File: config.mk
export PLATFORM = sky130hd
export DESIGN_NAME = fcs_decode
export DESIGN_NICKNAME = d
export VERILOG_FILES = /design/src/design/flash_command_sequencer_macros.svh /design/src/design/fcs_pkg.sv /design/src/design/fcs_decode.sv
export SDC_FILE = /design/constraint.sdc
export NUM_CORES = 1
export LEC_CHECK = 0
export BUFFER_PORTS_ARGS = -buffer_cell sky130_fd_sc_hd__buf_2
export CELL_PAD_IN_SITES_DETAIL_PLACEMENT = 1
export CELL_PAD_IN_SITES_GLOBAL_PLACEMENT = 1
export CORE_MARGIN = 3
export CORE_UTILIZATION = 24
export DETAILED_ROUTE_END_ITERATION = 12
export PLACE_DENSITY_LB_ADDON = 0.1
export SYNTH_ARGS = -nofsm -noshare
export SYNTH_HDL_FRONTEND = slang
export SYNTH_SLANG_ARGS = --single-unit
export TNS_END_PERCENT = 10
File: constraint.sdc
create_clock -name vclk -period 2.1
set_input_delay 0 -clock vclk [all_inputs]
set_output_delay 0 -clock vclk [all_outputs]
set_load 0.01 [all_outputs]
File: src/design/flash_command_sequencer_macros.svh
// assertion macros shared by the flash command sequencer rtl
`ifndef FLASH_COMMAND_SEQUENCER_MACROS_SVH
`define FLASH_COMMAND_SEQUENCER_MACROS_SVH

`ifndef ASSERT_OFF
// property checked at every edge outside reset
`define FCS_ASSERT(label, clk, rst, prop) \
  label: assert property (@(posedge clk) disable iff (rst) (prop)) \
    else $error("flash command sequencer assertion failed");
// consequence checked at the edge after the trigger
`define FCS_ASSERT_NEXT(label, clk, rst, ante, cons) \
  label: assert property (@(posedge clk) disable iff (rst) (ante) |=> (cons)) \
    else $error("flash command sequencer assertion failed");
`else
`define FCS_ASSERT(label, clk, rst, prop)
`define FCS_ASSERT_NEXT(label, clk, rst, ante, cons)
`endif

`endif

File: src/design/fcs_pkg.sv
`default_nettype none

package fcs_pkg;

  // unlock offsets and command words
  localparam logic [15:0] UNLOCK_A       = 16'h5555;
  localparam logic [15:0] UNLOCK_B       = 16'h2AAA;
  localparam logic [23:0] CMD_ID_ENTER   = 24'hAA5590;
  localparam logic [23:0] CMD_ID_EXIT    = 24'hAA55F0;
  localparam logic [23:0] CMD_BANK       = 24'hAA55B0;
  localparam logic [23:0] CMD_ERASE      = 24'hAA5580;
  localparam logic [23:0] CMD_ERASE_CHIP = 24'hAA5510;
  localparam logic [23:0] CMD_PROGRAM    = 24'hAA55A0;
  localparam logic [7:0]  RESET_BYTE     = 8'hF0;
  localparam logic [7:0]  ERASED_BYTE    = 8'hFF;
  localparam logic [15:0] SECTOR_MASK    = 16'hF000;

  localparam int ERASE_SECTOR_BYTES   = 4096;
  localparam int PROGRAM_SECTOR_BYTES = 128;

  // config register indexes
  localparam logic [1:0] CFG_CHIP_SIZE    = 2'd0;
  localparam logic [1:0] CFG_SECTOR_PROG  = 2'd1;
  localparam logic [1:0] CFG_MANUFACTURER = 2'd2;
  localparam logic [1:0] CFG_DEVICE       = 2'd3;

  typedef enum logic [2:0] {
    ST_OK          = 3'd0,
    ST_BAD_SEQ     = 3'd1,
    ST_UNKNOWN_CMD = 3'd2,
    ST_BUSY_READ   = 3'd3,
    ST_RANGE       = 3'd4
  } status_t;

  typedef enum logic [3:0] {
    SEQ_READY, SEQ_ID, SEQ_CMD1, SEQ_CMD2, SEQ_ERASE, SEQ_ERASE1, SEQ_ERASE2,
    SEQ_SECTOR_PROG, SEQ_BYTE_PROG, SEQ_BANK
  } seq_state_t;

  typedef enum logic [2:0] {
    OP_NONE, OP_READ, OP_ID, OP_WRITE, OP_ERASE
  } op_t;

  typedef struct packed {
    logic        mode;
    logic [15:0] offset;
    logic [7:0]  write_data;
  } access_t;

  typedef struct packed {
    logic [7:0] read_data;
    logic [2:0] status;
    logic       contents_changed;
  } result_t;

  typedef struct packed {
    logic       chip_size_select;
    logic       sector_program_mode;
    logic [7:0] manufacturer_code;
    logic [7:0] device_code;
  } cfg_t;

  typedef struct packed {
    seq_state_t  seq;
    logic [23:0] cmd;
    logic        bank;
    logic [15:0] start;
    logic        start_valid;
  } seq_regs_t;

  typedef struct packed {
    status_t    status;
    op_t        op;
    seq_regs_t  next;
    logic       set_changed;
    logic [7:0] id_data;
  } dec_t;

endpackage

`default_nettype wire

File: src/design/fcs_decode.sv
`default_nettype none

module fcs_decode #(
  parameter int ARRAY_BYTES = 131072
) (
  input  wire fcs_pkg::access_t              acc,
  input  wire fcs_pkg::cfg_t                 cfg,
  input  wire fcs_pkg::seq_regs_t            regs,
  output fcs_pkg::dec_t                      dec,
  output logic [$clog2(ARRAY_BYTES)-1:0]     mem_addr,
  output logic [$clog2(ARRAY_BYTES)-1:0]     sweep_last
);

  localparam int          AW        = $clog2(ARRAY_BYTES);
  localparam logic [17:0] BANK_SIZE = 18'h10000;
  localparam logic [17:0] CAP_TWO   = (ARRAY_BYTES < 131072) ? 18'(ARRAY_BYTES) : 18'h20000;
  localparam logic [17:0] ERASE_LEN = 18'(fcs_pkg::ERASE_SECTOR_BYTES);
  localparam logic [15:0] PROG_SPAN = 16'(fcs_pkg::PROGRAM_SECTOR_BYTES - 1);

  logic [17:0] cap;
  logic [17:0] bank_add;
  logic [17:0] idx;
  logic [17:0] idx_s;
  logic [17:0] sec_last;
  logic [17:0] cap_last;
  logic [23:0] shifted;
  logic [15:0] start_eff;
  logic        in_range;

  always_comb begin
    cap       = cfg.chip_size_select ? CAP_TWO : BANK_SIZE;
    bank_add  = (cfg.chip_size_select && regs.bank) ? BANK_SIZE : 18'd0;
    idx       = {2'b00, acc.offset} + bank_add;
    idx_s     = {2'b00, acc.offset & fcs_pkg::SECTOR_MASK} + bank_add;
    sec_last  = idx_s + (ERASE_LEN - 18'd1);
    cap_last  = cap - 18'd1;
    shifted   = {regs.cmd[15:0], acc.write_data};
    start_eff = regs.start_valid ? regs.start : acc.offset;
    in_range  = idx < cap;

    dec.status      = fcs_pkg::ST_OK;
    dec.op          = fcs_pkg::OP_NONE;
    dec.next        = regs;
    dec.set_changed = 1'b0;
    dec.id_data     = 8'd0;
    mem_addr        = idx[AW-1:0];
    sweep_last      = idx[AW-1:0];

    if (acc.mode) begin
      unique case (regs.seq)
        fcs_pkg::SEQ_READY, fcs_pkg::SEQ_ID: begin
          if (acc.offset != fcs_pkg::UNLOCK_A) begin
            dec.status = fcs_pkg::ST_BAD_SEQ;
          end else if (acc.write_data == fcs_pkg::RESET_BYTE) begin
            dec.next.seq = fcs_pkg::SEQ_READY;
          end else begin
            dec.next.cmd = {16'd0, acc.write_data};
            dec.next.seq = fcs_pkg::SEQ_CMD1;
          end
        end
        fcs_pkg::SEQ_CMD1, fcs_pkg::SEQ_ERASE1: begin
          if (acc.offset != fcs_pkg::UNLOCK_B) begin
            dec.status = fcs_pkg::ST_BAD_SEQ;
          end else begin
            dec.next.cmd = shifted;
            dec.next.seq = (regs.seq == fcs_pkg::SEQ_CMD1) ? fcs_pkg::SEQ_CMD2
                                                           : fcs_pkg::SEQ_ERASE2;
          end
        end
        fcs_pkg::SEQ_CMD2: begin
          if (acc.offset != fcs_pkg::UNLOCK_A) begin
            dec.status = fcs_pkg::ST_BAD_SEQ;
          end else begin
            dec.next.cmd = shifted;
            unique case (shifted)
              fcs_pkg::CMD_ID_ENTER: dec.next.seq = fcs_pkg::SEQ_ID;
              fcs_pkg::CMD_ID_EXIT:  dec.next.seq = fcs_pkg::SEQ_READY;
              fcs_pkg::CMD_BANK:     dec.next.seq = fcs_pkg::SEQ_BANK;
              fcs_pkg::CMD_ERASE:    dec.next.seq = fcs_pkg::SEQ_ERASE;
              fcs_pkg::CMD_PROGRAM: begin
                dec.next.seq = cfg.sector_program_mode ? fcs_pkg::SEQ_SECTOR_PROG
                                                       : fcs_pkg::SEQ_BYTE_PROG;
              end
              default: begin
                // unknown command keeps the third-byte step
                dec.status = fcs_pkg::ST_UNKNOWN_CMD;
                dec.next   = regs;
              end
            endcase
          end
        end
        fcs_pkg::SEQ_ERASE: begin
          if (acc.offset != fcs_pkg::UNLOCK_A) begin
            dec.status = fcs_pkg::ST_BAD_SEQ;
          end else begin
            dec.next.cmd = {16'd0, acc.write_data};
            dec.next.seq = fcs_pkg::SEQ_ERASE1;
          end
        end
        fcs_pkg::SEQ_ERASE2: begin
          if (acc.offset == fcs_pkg::UNLOCK_A && shifted == fcs_pkg::CMD_ERASE_CHIP) begin
            dec.op     = fcs_pkg::OP_ERASE;
            mem_addr   = '0;
            sweep_last = cap_last[AW-1:0];
          end else if (idx_s + ERASE_LEN > cap) begin
            dec.status = fcs_pkg::ST_RANGE;
          end else begin
            dec.op     = fcs_pkg::OP_ERASE;
            mem_addr   = idx_s[AW-1:0];
            sweep_last = sec_last[AW-1:0];
          end
          if (dec.status == fcs_pkg::ST_OK) begin
            dec.next.cmd    = shifted;
            dec.next.seq    = fcs_pkg::SEQ_READY;
            dec.set_changed = 1'b1;
          end
        end
        fcs_pkg::SEQ_SECTOR_PROG: begin
          if (!in_range) begin
            dec.status = fcs_pkg::ST_RANGE;
          end else begin
            dec.op               = fcs_pkg::OP_WRITE;
            dec.set_changed      = 1'b1;
            dec.next.start       = start_eff;
            dec.next.start_valid = 1'b1;
            if (acc.offset - PROG_SPAN == start_eff) begin
              dec.next.start_valid = 1'b0;
              dec.next.seq         = fcs_pkg::SEQ_READY;
            end
          end
        end
        fcs_pkg::SEQ_BYTE_PROG: begin
          if (!in_range) begin
            dec.status = fcs_pkg::ST_RANGE;
          end else begin
            dec.op          = fcs_pkg::OP_WRITE;
            dec.set_changed = 1'b1;
            dec.next.seq    = fcs_pkg::SEQ_READY;
          end
        end
        fcs_pkg::SEQ_BANK: begin
          if (acc.offset != 16'd0) begin
            dec.status = fcs_pkg::ST_BAD_SEQ;
          end else if (acc.write_data > 8'd1) begin
            dec.status = fcs_pkg::ST_RANGE;
          end else begin
            dec.next.bank = acc.write_data[0];
            dec.next.seq  = fcs_pkg::SEQ_READY;
          end
        end
        default: begin
          dec.next = regs;
        end
      endcase
    end else begin
      unique case (regs.seq)
        fcs_pkg::SEQ_ID: begin
          if (acc.offset == 16'd0) begin
            dec.op      = fcs_pkg::OP_ID;
            dec.id_data = cfg.manufacturer_code;
          end else if (acc.offset == 16'd1) begin
            dec.op      = fcs_pkg::OP_ID;
            dec.id_data = cfg.device_code;
          end else begin
            dec.status = fcs_pkg::ST_RANGE;
          end
        end
        fcs_pkg::SEQ_READY, fcs_pkg::SEQ_SECTOR_PROG: begin
          if (!in_range) begin
            dec.status = fcs_pkg::ST_RANGE;
          end else begin
            dec.op = fcs_pkg::OP_READ;
          end
        end
        default: begin
          dec.status = fcs_pkg::ST_BUSY_READ;
        end
      endcase
    end
  end

endmodule

`default_nettype wire

==> run metrics <==
DR DRC count 0; WHS 253.3 ps; Tmin final 2261 ps; status finished, violations left; Design Power 805.0 uW; IO buf count 184; Switch Pwr 411.1 uW; Total Die Area 11490 um^2; post-synthesis sequential area ratio 0; Peak supply drop 0.06953 mV; clock buffers 0; Syn. warnings 0; Slew Limit Fails 0; maxcap violations 0; Final setup viols 26; Final Wtd Congestion 0.9372; Crit path required time 2100 ps; critical path class primary input to output pin; initial cell density of the core 0.2491; layout cells sized above 1 0.5228; Pint 394.0 uW; count of cell types in the netlist 66; setup slack after placement -253.2 ps; synthesized area 2457 um^2; Total Nets Final 711; Post-DRT Antenna Nets 0; RSZ-0062 raised after global routing yes; startpoint types primary input; routed vias/inst 5.149; DRT Pass-1 Iters 4; vias in the first global route 4006; Yosys top cell area share 0.06415; Ports 184; routed wire length 12.69 mm; top cell type by total area after synthesis mux2_2; Sw Share 0.5106; Site Rows 36; hold_buf cts 0; FF/Latch Area 0 um^2; crit path capture type output pin; first-pass GRT wire length 19.94 mm; pin count of the biggest net entering global routing 26; dpl cell area 4041 um^2; setup tns final -3086 ps; design area 4292 um^2; Max Fclk 442.4 MHz; power share of the combinational group 1.000; mean routed wirelength per cell 16.99 um; sequential power share 0; Arr. time, crit path 2260 ps; initial antenna violation count 0; final setup margin -160.6 ps; clock power share 0; top cells by area, synth mux2_2 6.4%, a22o_1 5.7%, nor2_1 5.7%; Seq cells 0; initial drt markers 123; core area 9864 um^2; failing checks setup timing; pwr dens 187.6 nW/um^2; dpl hpwl 10.39 mm; Cells after Synth 380; Die W 107.2 um; Least-Margin Pin Slew 515.8 ps; area of the multi-input gates 2399 um^2; syn nets 475; GR Util All Layers 0.2056; Tightest Hold Check Type primary input to output pin; Final period util 1.076; die height 107.2 um; Crit Path Max Fanout 8; Leak Pwr 0.002089 uW; vias 3846; Fin. Hold Viols 0; FILL cells 1312; Layout area overhead 74.64%; total grt overflow 0; Mean Syn Cell Area 6.467 um^2; ant diodes 0; Slew HR 0.6535
## logic make-up (layout without fill, tap and decap cells)
| logic type | count (synthesis) | in the layout | share of synthesized area |
|---|---|---|---|
| and+or+nand+nor | 184 | 184 | 0.4216 |
| xor gates and xnor gates | 16 | 16 | 0.05702 |
| AOI/OAI and AO/OA | 107 | 107 | 0.3116 |
| buffers and inverters | 45 | 279 | 0.07739 |
| adders and majority gates | 6 | 6 | 0.03055 |
| muxes | 22 | 22 | 0.1018 |
## what timing repair did
action	4_1_cts	5_1_grt
pin swaps	3	6
cloned	0	1
setup buffers	1	2
setup endpoints to repair	28	55
resized for setup	19	20
## worst paths after layout
kind	start	to	slack, ps	cells past startpoint
max	acc[14]	dec[37]	-160	10
min	acc[23]	mem_addr[15]	250	2
## worst max-delay path, stage by stage
cell and delay, ps:
buf_6 90, or4_4 540, or4_4 540, a21boi_2 150, o211ai_2 120, buf_6 160
a21oi_4 220, clkbuf_16 200, a22o_1 110, buf_2 130
## stage by stage
stage | cells | util
2_1_floorplan | 380 | -
3_3_place_gp | 743 | 0.4097
3_5_place_dp | 743 | 0.4097
6_report | 747 | 0.4351
4_1_cts | 744 | 0.4202
5_1_grt | 747 | 0.4351
## power groups by stage
stage | Sequential (uW) | Combinational (uW) | Clock [uW]
floorplan | 0 | 375 | 0
global placement | 0 | 743 | 0
detailed placement | 0 | 758 | 0
CTS | 0 | 783 | 0
global route | 0 | 880 | 0
finish | 0 | 805 | 0
## cells in the mapped netlist (all sizes together), types with 11 or more instances
master,count
nand3,11
a22o,16
nand2,31
mux2,18
clkbuf,27
a21oi,22
nand4,11
nor3,14
nor2,37
xor2,11
or2,17
o21ai,18
nor2b,16
## cell type report
type / instances / share of cell area
inverters: 9 / 0.007872
repair buffers: 270 / 0.3945
multi-input cells: 335 / 0.5589
well taps: 133 / 0.03878
## routing by layer
metal	global-route usage	vias up	wire length (um)
li1	-	1890	-
met1	0.2549	1834	5314
met2	0.3981	106	6715
met3	0.007827	16	469
met4	0.02740	0	192
met5	0	-	0
## placed cells by master, fill, tap and decap left out, types with 3 or more instances in the layout
| cell | synthesis | routed |
|---|---|---|
| nand2b_1 | 5 | 5 |
| buf_12 | 0 | 3 |
| or2_1 | 8 | 8 |
| or2_2 | 9 | 9 |
| o211ai_1 | 7 | 7 |
| nor2b_1 | 16 | 15 |
| nand4_1 | 11 | 11 |
| nor3_1 | 14 | 13 |
| a21o_1 | 4 | 4 |
| a22o_1 | 16 | 16 |
| nand4b_1 | 4 | 4 |
| a22oi_1 | 9 | 9 |
| inv_1 | 8 | 8 |
| a21oi_1 | 21 | 20 |
| nand2_1 | 31 | 31 |
| and3_1 | 4 | 4 |
| buf_2 | 5 | 175 |
| a31oi_1 | 4 | 4 |
| nand3b_1 | 5 | 5 |
| or3_1 | 4 | 4 |
| xnor2_1 | 5 | 5 |
| or4_4 | 2 | 4 |
| buf_4 | 0 | 78 |
| mux2i_1 | 4 | 4 |
| nor4bb_1 | 4 | 4 |
| nor2_1 | 37 | 37 |
| buf_6 | 2 | 13 |
| ha_1 | 6 | 5 |
| mux2_4 | 2 | 4 |
| o21ai_0 | 16 | 16 |
| xor2_1 | 11 | 11 |
| mux2_2 | 14 | 14 |
| nand3_1 | 11 | 10 |
Note: power is estimated with default switching activity, not from simulation.
